## config.mk

```make
export PLATFORM = sky130hd
export DESIGN_NAME = sample_count_rate_controller
export DESIGN_NICKNAME = d
export VERILOG_FILES = /design/src/hw/rtl/scrc_pkg.sv /design/src/hw/rtl/scrc_div.sv /design/src/hw/rtl/sample_count_rate_controller.sv
export SDC_FILE = /design/constraint.sdc
export NUM_CORES = 2
export LEC_CHECK = 0
export BUFFER_PORTS_ARGS = -buffer_cell sky130_fd_sc_hd__buf_2
export CORE_MARGIN = 2
export CORE_UTILIZATION = 45
export CTS_CLUSTER_DIAMETER = 60
export CTS_CLUSTER_SIZE = 24
export DETAILED_ROUTE_END_ITERATION = 8
export SLEW_MARGIN = 10
export SYNTH_ARGS = -nofsm -noshare
export SYNTH_HDL_FRONTEND = slang
export SYNTH_HIERARCHICAL = 1
export SYNTH_SLANG_ARGS = --single-unit
```

## constraint.sdc

```tcl
create_clock -name i_clk -period 21.9 [get_ports i_clk]
set_input_delay 3.285 -clock i_clk [delete_from_list [all_inputs] [get_ports i_clk]]
set_output_delay 3.285 -clock i_clk [all_outputs]
set_load 0.05 [all_outputs]
```

## src/hw/rtl/scrc_pkg.sv

```systemverilog
// shared types and constants for the sample count rate controller
`default_nettype none

package scrc_pkg;

    // default upper bound on samples per pixel
    localparam int MAX_SAMPLES_DEF = 2048;
    // the count is 12 bits wide, so it never exceeds this
    localparam int SPP_CAP         = 4095;

    localparam int SPP_W    = 12;
    localparam int TIME_W   = 16;
    localparam int SMOOTH_W = 24;
    localparam int FPS_W    = 9;

    // q16 constants
    localparam logic [16:0] ALPHA_Q16     = 17'd5243;
    localparam logic [16:0] KEEP_Q16      = 17'd60293;
    localparam logic [16:0] STEP_DOWN_Q16 = 17'd60293;
    localparam logic [16:0] STEP_UP_Q16   = 17'd73400;
    localparam logic [31:0] ONE_Q16       = 32'd65536;
    localparam logic [31:0] DEAD_BAND_Q16 = 32'd6554;

    localparam logic [FPS_W-1:0] FPS_DEFAULT = 9'd60;
    localparam logic [6:0]       HOLD_MIN    = 7'd6;
    // fps / 5 as (fps * 205) >> 10, exact for 9-bit fps
    localparam logic [7:0]       DIV5_RECIP  = 8'd205;

    // ratio divider: (950 << 32 + den / 2) / den
    localparam int DIV_NUM_W = 43;
    localparam int DIV_DEN_W = 33;
    localparam int DIV_CNT_W = $clog2(DIV_NUM_W + 1);
    localparam logic [DIV_NUM_W-1:0] BUDGET_NUM = 43'd950 << 32;

    // configuration register indexes
    localparam logic CFG_ENABLE     = 1'b0;
    localparam logic CFG_TARGET_FPS = 1'b1;

    typedef enum logic [2:0] {
        STAT_DISABLED  = 3'd0,
        STAT_NO_MEAS   = 3'd1,
        STAT_HOLDOFF   = 3'd2,
        STAT_DEAD_BAND = 3'd3,
        STAT_ADJUSTED  = 3'd4
    } t_status;

    typedef enum logic [3:0] {
        ST_IDLE,
        ST_CHECK,
        ST_AVG_A,
        ST_AVG_B,
        ST_HOLD,
        ST_DEN,
        ST_DIV_GO,
        ST_DIV_WAIT,
        ST_BAND,
        ST_MUL_V,
        ST_MUL_LO,
        ST_MUL_HI,
        ST_FINISH,
        ST_DONE
    } t_state;

endpackage

`default_nettype wire

```

## src/hw/rtl/scrc_div.sv

```systemverilog
// restoring divider, one quotient bit per cycle
`default_nettype none

module scrc_div (
    input  wire logic                           i_clk,
    input  wire logic                           i_rst_n,
    input  wire logic                           i_start,
    input  wire logic [scrc_pkg::DIV_NUM_W-1:0] i_dividend,
    input  wire logic [scrc_pkg::DIV_DEN_W-1:0] i_divisor,
    output logic                                o_done,
    output logic      [scrc_pkg::DIV_NUM_W-1:0] o_quotient
);
    import scrc_pkg::*;

    logic [DIV_NUM_W-1:0] r_quo;
    logic [DIV_DEN_W-1:0] r_rem;
    logic [DIV_DEN_W-1:0] r_den;
    logic [DIV_CNT_W-1:0] r_cnt;
    logic                 r_busy;
    logic                 r_done;

    logic [DIV_DEN_W:0]   w_shift;
    logic [DIV_DEN_W:0]   w_diff;
    logic                 w_ge;
    logic [DIV_DEN_W-1:0] n_rem;

    always_comb begin
        w_shift = {r_rem, r_quo[DIV_NUM_W-1]};
        w_ge    = w_shift >= {1'b0, r_den};
        w_diff  = w_shift - {1'b0, r_den};
        // the partial remainder stays below the divisor
        n_rem   = w_ge ? w_diff[DIV_DEN_W-1:0] : w_shift[DIV_DEN_W-1:0];
    end

    always_ff @(posedge i_clk) begin
        if (!i_rst_n) begin
            r_busy <= 1'b0;
            r_done <= 1'b0;
            r_cnt  <= '0;
        end else begin
            r_done <= 1'b0;
            if (i_start) begin
                r_busy <= 1'b1;
                r_cnt  <= DIV_CNT_W'(DIV_NUM_W);
            end else if (r_busy) begin
                r_cnt <= r_cnt - 1'b1;
                if (r_cnt == DIV_CNT_W'(1)) begin
                    r_busy <= 1'b0;
                    r_done <= 1'b1;
                end
            end
        end
    end

    always_ff @(posedge i_clk) begin
        if (i_start) begin
            r_quo <= i_dividend;
            r_rem <= '0;
            r_den <= i_divisor;
        end else if (r_busy) begin
            r_quo <= {r_quo[DIV_NUM_W-2:0], w_ge};
            r_rem <= n_rem;
        end
    end

    assign o_done     = r_done;
    assign o_quotient = r_quo;

endmodule

`default_nettype wire

```

## src/hw/rtl/sample_count_rate_controller.sv

```systemverilog
// samples-per-pixel rate controller: top level with sequencer and shared multiplier
//
// One input beat per rendered frame carries render time, frame time (both in
// 1/256 ms, render time zero means absent) and a fast-adapt load. Each beat
// yields exactly one output beat with the new samples-per-pixel count, a
// changed flag and a status code. The config channel writes enable (index 0)
// and target fps (index 1); it is always ready and is meant to be used while
// no beat is in flight.
// An adjusted beat goes through check, averaging, hold, denominator, divide,
// dead band, multiply and finish states to done; the 43-step ratio divider
// dominates this. Seeding skips averaging, dead-band holds end after the band
// state, hold-offs after hold, disabled or no-measurement beats after check.
// One beat is worked on at a time; o_ready is high only in the idle state,
// which comes back as o_valid rises. The finished result sits in an output
// register, so the next input beat can be taken while the receiver stalls;
// a second result then waits in the sequencer, with o_ready low, until the
// output register frees up.
// Reset (synchronous, active low) sets enable, fps 60, count 8 and clears the
// smoothed time, hold-off and fast-adapt counters.
`default_nettype none

module sample_count_rate_controller #(
    parameter int MAX_SAMPLES = scrc_pkg::MAX_SAMPLES_DEF
) (
    input  wire logic        i_clk,
    input  wire logic        i_rst_n,
    // input channel
    input  wire logic        i_valid,
    output logic             o_ready,
    input  wire logic [15:0] i_render_time,
    input  wire logic [15:0] i_frame_time,
    input  wire logic [7:0]  i_fast_adapt_load,
    // output channel
    output logic             o_valid,
    input  wire logic        i_ready,
    output logic [11:0]      o_samples_per_pixel,
    output logic             o_changed,
    output logic [2:0]       o_status,
    // configuration channel
    input  wire logic        i_cfg_valid,
    output logic             o_cfg_ready,
    input  wire logic        i_cfg_index,
    input  wire logic [8:0]  i_cfg_data
);
    import scrc_pkg::*;

    localparam logic [SPP_W-1:0] SPP_LIMIT =
        (MAX_SAMPLES > SPP_CAP) ? SPP_W'(SPP_CAP) : SPP_W'(MAX_SAMPLES);
    localparam logic [43:0] V_MIN = 44'(ONE_Q16);
    localparam logic [43:0] V_MAX = 44'({SPP_LIMIT, 16'h0000});

    t_state r_state;
    t_state n_state;

    // configuration
    logic             r_enable;
    logic [FPS_W-1:0] r_target_fps;

    // controller state
    logic [SMOOTH_W-1:0] r_smooth;
    logic [6:0]          r_holdoff;
    logic [SPP_W-1:0]    r_spp;
    logic [7:0]          r_fast_cnt;

    // per-beat working registers
    logic [TIME_W-1:0]    r_render;
    logic [TIME_W-1:0]    r_frame;
    logic [7:0]           r_load;
    logic [TIME_W-1:0]    r_meas;
    logic                 r_fast;
    logic [39:0]          r_acc;
    logic [DIV_DEN_W-1:0] r_den;
    logic [31:0]          r_ratio;
    logic [43:0]          r_v;
    t_status              r_res_status;
    logic                 r_res_changed;

    // output register
    logic             r_out_valid;
    logic [SPP_W-1:0] r_out_spp;
    logic             r_out_changed;
    t_status          r_out_status;

    // shared multiplier
    logic [31:0] w_mul_a;
    logic [23:0] w_mul_b;
    logic [55:0] w_prod;

    logic                 w_div_start;
    logic                 w_div_done;
    logic [DIV_NUM_W-1:0] w_quo;
    logic [DIV_NUM_W-1:0] w_dividend;
    logic [DIV_DEN_W-1:0] w_divisor;

    logic             w_in_acc;
    logic             w_out_acc;
    logic             w_out_free;
    logic [FPS_W-1:0] w_fps;
    logic [7:0]       w_fast_eff;
    logic [TIME_W-1:0] w_meas;
    logic [40:0]      w_avg_sum;
    logic [31:0]      w_band_diff;
    logic [16:0]      w_div5;
    logic [6:0]       w_hold;
    logic [43:0]      w_v_lo;
    logic [43:0]      w_v_cl;
    logic [43:0]      w_round;
    logic [SPP_W-1:0] w_next0;
    logic [SPP_W-1:0] w_next1;
    logic [SPP_W-1:0] w_next;

    assign w_in_acc   = i_valid && o_ready;
    assign w_out_acc  = r_out_valid && i_ready;
    assign w_out_free = !r_out_valid || i_ready;
    assign o_cfg_ready = 1'b1;

    assign w_fps      = (r_target_fps != '0) ? r_target_fps : FPS_DEFAULT;
    assign w_fast_eff = (r_load != 8'd0) ? r_load : r_fast_cnt;
    assign w_meas     = (r_render != '0) ? r_render : r_frame;

    assign w_prod    = w_mul_a * w_mul_b;
    assign w_avg_sum = {1'b0, r_acc} + {1'b0, w_prod[39:0]} + 41'd32768;

    assign w_band_diff = (r_ratio >= ONE_Q16) ? (r_ratio - ONE_Q16) : (ONE_Q16 - r_ratio);

    assign w_div5 = {8'd0, w_fps} * {9'd0, DIV5_RECIP};
    assign w_hold = (w_div5[16:10] < HOLD_MIN) ? HOLD_MIN : w_div5[16:10];

    // rounding: (num + den / 2) / den, a zero divisor acts as one
    assign w_divisor  = (r_den == '0) ? DIV_DEN_W'(1) : r_den;
    assign w_dividend = BUDGET_NUM + {11'd0, w_divisor[DIV_DEN_W-1:1]};

    always_comb begin
        w_v_lo  = (r_v < V_MIN) ? V_MIN : r_v;
        w_v_cl  = (w_v_lo > V_MAX) ? V_MAX : w_v_lo;
        w_round = w_v_cl + 44'd32768;
        w_next0 = w_round[27:16];
        w_next1 = (w_next0 > SPP_LIMIT) ? SPP_LIMIT : w_next0;
        w_next  = w_next1;
        // nudge by one when rounding leaves the count where it was
        if (w_next1 == r_spp && r_ratio > ONE_Q16 && r_spp < SPP_LIMIT) begin
            w_next = r_spp + 1'b1;
        end else if (w_next1 == r_spp && r_ratio < ONE_Q16 && r_spp > SPP_W'(1)) begin
            w_next = r_spp - 1'b1;
        end
    end

    scrc_div u_div (
        .i_clk      (i_clk),
        .i_rst_n    (i_rst_n),
        .i_start    (w_div_start),
        .i_dividend (w_dividend),
        .i_divisor  (w_divisor),
        .o_done     (w_div_done),
        .o_quotient (w_quo)
    );

    // next state
    always_comb begin
        n_state = r_state;
        case (r_state)
            ST_IDLE: begin
                if (w_in_acc) begin
                    n_state = ST_CHECK;
                end
            end
            ST_CHECK: begin
                if (!r_enable || w_meas == '0) begin
                    n_state = ST_DONE;
                end else if (w_fast_eff != 8'd0 || r_smooth == '0) begin
                    n_state = ST_HOLD;
                end else begin
                    n_state = ST_AVG_A;
                end
            end
            ST_AVG_A:    n_state = ST_AVG_B;
            ST_AVG_B:    n_state = ST_HOLD;
            ST_HOLD: begin
                if (!r_fast && r_holdoff != '0) begin
                    n_state = ST_DONE;
                end else begin
                    n_state = ST_DEN;
                end
            end
            ST_DEN:      n_state = ST_DIV_GO;
            ST_DIV_GO:   n_state = ST_DIV_WAIT;
            ST_DIV_WAIT: begin
                if (w_div_done) begin
                    n_state = ST_BAND;
                end
            end
            ST_BAND: begin
                if (w_band_diff < DEAD_BAND_Q16) begin
                    n_state = ST_DONE;
                end else begin
                    n_state = ST_MUL_V;
                end
            end
            ST_MUL_V:    n_state = ST_MUL_LO;
            ST_MUL_LO:   n_state = ST_MUL_HI;
            ST_MUL_HI:   n_state = ST_FINISH;
            ST_FINISH:   n_state = ST_DONE;
            ST_DONE: begin
                if (w_out_free) begin
                    n_state = ST_IDLE;
                end
            end
            default:     n_state = ST_IDLE;
        endcase
    end

    // sequencer outputs: handshake, divider start, multiplier operands
    always_comb begin
        o_ready     = 1'b0;
        w_div_start = 1'b0;
        w_mul_a     = '0;
        w_mul_b     = '0;
        case (r_state)
            ST_IDLE:   o_ready = 1'b1;
            ST_AVG_A: begin
                w_mul_a = 32'(KEEP_Q16);
                w_mul_b = r_smooth;
            end
            ST_AVG_B: begin
                w_mul_a = 32'(ALPHA_Q16);
                w_mul_b = {r_meas, 8'h00};
            end
            ST_DEN: begin
                w_mul_a = 32'(w_fps);
                w_mul_b = r_smooth;
            end
            ST_DIV_GO: w_div_start = 1'b1;
            ST_MUL_V: begin
                w_mul_a = r_ratio;
                w_mul_b = 24'(r_spp);
            end
            ST_MUL_LO: begin
                w_mul_a = 32'(STEP_DOWN_Q16);
                w_mul_b = 24'(r_spp);
            end
            ST_MUL_HI: begin
                w_mul_a = 32'(STEP_UP_Q16);
                w_mul_b = 24'(r_spp);
            end
            default: begin
                o_ready = 1'b0;
            end
        endcase
    end

    // control state and configuration
    always_ff @(posedge i_clk) begin
        if (!i_rst_n) begin
            r_state      <= ST_IDLE;
            r_enable     <= 1'b1;
            r_target_fps <= FPS_DEFAULT;
            r_smooth     <= '0;
            r_holdoff    <= '0;
            r_spp        <= SPP_W'(8);
            r_fast_cnt   <= '0;
            r_out_valid  <= 1'b0;
        end else begin
            r_state <= n_state;

            if (i_cfg_valid && o_cfg_ready) begin
                case (i_cfg_index)
                    CFG_ENABLE:     r_enable     <= i_cfg_data[0];
                    CFG_TARGET_FPS: r_target_fps <= i_cfg_data;
                    default:        r_enable     <= r_enable;
                endcase
            end

            case (r_state)
                ST_CHECK: begin
                    if (!r_enable || w_meas == '0) begin
                        r_fast_cnt <= w_fast_eff;
                    end else begin
                        r_fast_cnt <= (w_fast_eff != 8'd0) ? (w_fast_eff - 1'b1) : w_fast_eff;
                        if (w_fast_eff != 8'd0 || r_smooth == '0) begin
                            r_smooth <= {w_meas, 8'h00};
                        end
                    end
                end
                ST_AVG_B: r_smooth <= w_avg_sum[39:16];
                ST_HOLD: begin
                    if (!r_fast && r_holdoff != '0) begin
                        r_holdoff <= r_holdoff - 1'b1;
                    end
                end
                ST_FINISH: begin
                    r_spp     <= w_next;
                    r_holdoff <= r_fast ? 7'd0 : w_hold;
                end
                default: begin
                    r_spp <= r_spp;
                end
            endcase

            if (r_state == ST_DONE && w_out_free) begin
                r_out_valid <= 1'b1;
            end else if (w_out_acc) begin
                r_out_valid <= 1'b0;
            end
        end
    end

    // datapath registers
    always_ff @(posedge i_clk) begin
        if (w_in_acc) begin
            r_render <= i_render_time;
            r_frame  <= i_frame_time;
            r_load   <= i_fast_adapt_load;
        end
        case (r_state)
            ST_CHECK: begin
                r_meas        <= w_meas;
                r_fast        <= w_fast_eff != 8'd0;
                r_res_changed <= 1'b0;
                if (!r_enable) begin
                    r_res_status <= STAT_DISABLED;
                end else begin
                    r_res_status <= STAT_NO_MEAS;
                end
            end
            ST_AVG_A: r_acc <= w_prod[39:0];
            ST_HOLD:  r_res_status <= STAT_HOLDOFF;
            ST_DEN:   r_den <= w_prod[DIV_DEN_W-1:0];
            ST_DIV_WAIT: begin
                if (w_div_done) begin
                    r_ratio <= (w_quo[DIV_NUM_W-1:32] != '0) ? 32'hFFFF_FFFF : w_quo[31:0];
                end
            end
            ST_BAND:  r_res_status <= STAT_DEAD_BAND;
            ST_MUL_V: r_v <= w_prod[43:0];
            // step limits, skipped in fast adapt
            ST_MUL_LO: begin
                if (!r_fast && w_prod[43:0] > r_v) begin
                    r_v <= w_prod[43:0];
                end
            end
            ST_MUL_HI: begin
                if (!r_fast && w_prod[43:0] < r_v) begin
                    r_v <= w_prod[43:0];
                end
            end
            ST_FINISH: begin
                r_res_status  <= STAT_ADJUSTED;
                r_res_changed <= w_next != r_spp;
            end
            ST_DONE: begin
                if (w_out_free) begin
                    r_out_spp     <= r_spp;
                    r_out_changed <= r_res_changed;
                    r_out_status  <= r_res_status;
                end
            end
            default: begin
                r_acc <= r_acc;
            end
        endcase
    end

    assign o_valid             = r_out_valid;
    assign o_samples_per_pixel = r_out_spp;
    assign o_changed           = r_out_changed;
    assign o_status            = r_out_status;

endmodule

`default_nettype wire

```

==> out/summary.txt <==
Number of cells after detailed placement: 6084
Synth area leaders: fa_1 (27%), edfxtp_1 (20%), ha_1 (9.3%)
Post-DRT Antenna Nets: 0
Fin. Hold Viols: 0
Critical path origin: r_state[0]
Post_cts resized: 0
Initial core utilization: 45.5%
Layout cells sized above 1: 7.35%
Setup TNS: 0 ns
Crit path to: r_v[1]
Async SR Flop Fraction: 0%
Period utilisation layout: 61.4%
GPL Wtd Cong: 0.954
Post-synth EDFFs: 302
Yosys reg bits: 409
DRC Markers: 0
Syn Std Cell Area: 44900 um2
Die height: 320 um
Max clock buf depth: 3
PwrDens: 85.8 nW/um2
Final Non-Filler Cells: 6141
Sequential-to-total area share from yosys stat: 25.0%
Outcome: completed
Most frequent cells after synthesis: inv_1 (856), fa_1 (610), nand2_1 (515), nor2_1 (417), ha_1 (332)
Synth area leader: fa_1
Yosys Warn Count: 6
Top-Level Pins: 74
Slew of the pin with the lowest slew margin: 1.23 ns
Post-layout nets: 5827
Cell mode on critical path: fa_1
RR Endpoint: r_v[1]
Drt initial violations: 3125
Leak: 0.0220 uW
R2R Setup Slk: 8.46 ns
Vias in the first global route: 33870
Peak supply drop: 0.128 mV
CP required: 22.14 ns
Fmax: 74.4 MHz
FP Rows: 115
Critical path peak fanout: 44
Most common cell in the netlist: inv_1
Max cap viols: 0
Worst path arrival time: 13.68 ns
HP Class: flip-flop to flip-flop
Total grt overflow: 0
Overall power: 4140 uW
CP max stage delay: 0.90 ns
Min Tclk post-route: 13.44 ns
Initial antenna violation count: 5
Largest net degree at the start of global routing: 59
First-pass GRT wire length: 203000 um
Hold_buf cts: 0
WL/cell: 21.4 um
Library cells used by synthesis: 101
Synth Flop Type: edfxtp_1
Drt via density: 5.50
Share of the synthesized area in the top cell type: 27.2%
TritonCTS Buffers: 31
Clock root buffer: clkbuf_16
Diode count: 0
CP Launch Type: flip-flop
Max-slew violations: 0
Post-DP HPWL: 106000 um
Post-Synthesis Cells: 4742
Die W: 320 um
Pre-antenna DRT Iters: 6
Postcts setup bufs: 0
Drt total wl: 132000 um
Global Route Usage Sum: 25.9%
Post-Syn Area per Cell: 9.46 um2
FF-to-FF Start: r_state[0]
Count of input and output buffers: 72
Worst Reg-to-Reg Cells: 38
RSZ-0062 raised after global routing: false
Kind of critical path: flip-flop to flip-flop
CTS clk-pin slew, worst paths: 0.10 ns
Layout overhead on the synthesized area: 7.55%
Headroom to the max-slew limit: 18.2%
Critical Path End Type: flip-flop
Vias: 33787
Final setup vio count: 0
Clock sink count: 409
Worst-Skew Late Latency: 0.65 ns
Clk_skew: 0.0523 ns
Core area: 98600 um2
Slowest cell on crit path: dfxtp_1
H-tree Lvls: 1
CTS tree: done
Die area: 102000 um2
cell type report:
class | instances | area, um2
Clock buffer | 33 | 783
Clock inverter | 24 | 335
Fill cell | 9298 | 50300
Inverter | 857 | 3220
Multi-Input combinational cell | 3379 | 30100
Sequential cell | 409 | 11200
Tap cell | 1287 | 1610
Timing Repair Buffer | 152 | 961
where the power goes:
group          total, uW  internal [uW]  switching (uW)
clock network        636            298             338
registers           1030            975            59.8
logic               2470           1010            1460
total               4140           2290            1850
placed cells by master, fill, tap and decap left out, types with 36 or more instances in the layout:
master    instances
fa_1            610
nand3_1          68
xor2_1           40
conb_1          126
nand2_1         515
mux2i_1          36
ha_1            332
mux2_2           49
o21ai_0         116
buf_4            80
xnor2_1         101
a31oi_1          36
nor4_1           45
or2_2            49
nor2_1          412
nor3_1           64
dfxtp_1         106
a21oi_1         189
inv_1           855
nand2b_1         42
edfxtp_1        302
a21o_1           66
buf_2            72
a211oi_1         37
state kept, by name, summed over array words and instances (netlist names), 3 cells and up:
name and cells:
u_div/r_cnt 6, r_load 8, r_acc 40, r_state 4, r_smooth 24, r_holdoff 7
r_fast_cnt 8, r_spp 12, u_div/o_quotient 43, r_render 16, r_v 44, o_status 3
r_res_status 3, u_div/r_rem 33, u_div/r_den 33, r_frame 16, r_den 33, r_meas 16
r_target_fps 9, r_ratio 32, o_samples_per_pixel 12
cells by family (layout without fill, tap and decap cells):
| kind of cell | Yosys count | after routing | synth area share (%) |
|---|---|---|---|
| AND/OR/NAND/NOR | 1388 | 1388 | 14.2 |
| buffers and inverters | 1078 | 1066 | 9.14 |
| adder cells (fa/ha/maj) | 942 | 942 | 36.5 |
| AO/OA/AOI/OAI | 695 | 695 | 10.3 |
| flip-flops | 409 | 409 | 25.0 |
| XOR/XNOR | 143 | 143 | 2.82 |
| multiplexers | 85 | 85 | 2.03 |
| other | 2 | 126 | 0.0167 |
per-stage QoR:
stage / hold WS [ns] / area, um2 / worst slack, ns / utilization, %
2_1_floorplan: 0.400 / 45300 / 10.29 / -
3_3_place_gp: 0.406 / 47100 / 9.00 / 47.8
3_5_place_dp: 0.408 / 47100 / 8.69 / 47.8
4_1_cts: 0.431 / 48300 / 8.65 / 49.0
5_1_grt: 0.438 / 48300 / 7.71 / 49.0
6_report: 0.430 / 48300 / 8.46 / 49.0
metal layers:
metal / routed length, um / global-route usage, %
met1: 57600 / 36.5
met2: 59500 / 41.3
met3: 10300 / 4.26
met4: 4250 / 7.52
met5: 0 / 0
worst max-delay path, delay by kind of cell, from the launching register on:
family	cells	cell delay, ns
compound gates	14	3.75
xor+xnor	1	0.31
flops	1	0.90
simple gates	8	3.44
mux	1	0.20
buf+inv	5	0.25
fa+ha+maj	9	4.09
worst min path at each step:
| stage | end | startpoint | slack (ns) | cells past startpoint |
|---|---|---|---|---|
| finish | o_status[0] | r_res_status[0] | 0.43 | 0 |
| global route | o_status[0] | r_res_status[0] | 0.44 | 0 |
| CTS | o_status[0] | r_res_status[0] | 0.43 | 0 |
| detailed placement | o_changed | r_res_changed | 0.41 | 0 |
| global placement | o_status[2] | r_res_status[2] | 0.41 | 0 |
| floorplan | o_changed | r_res_changed | 0.40 | 0 |
Power figures use the tool's default switching activity.
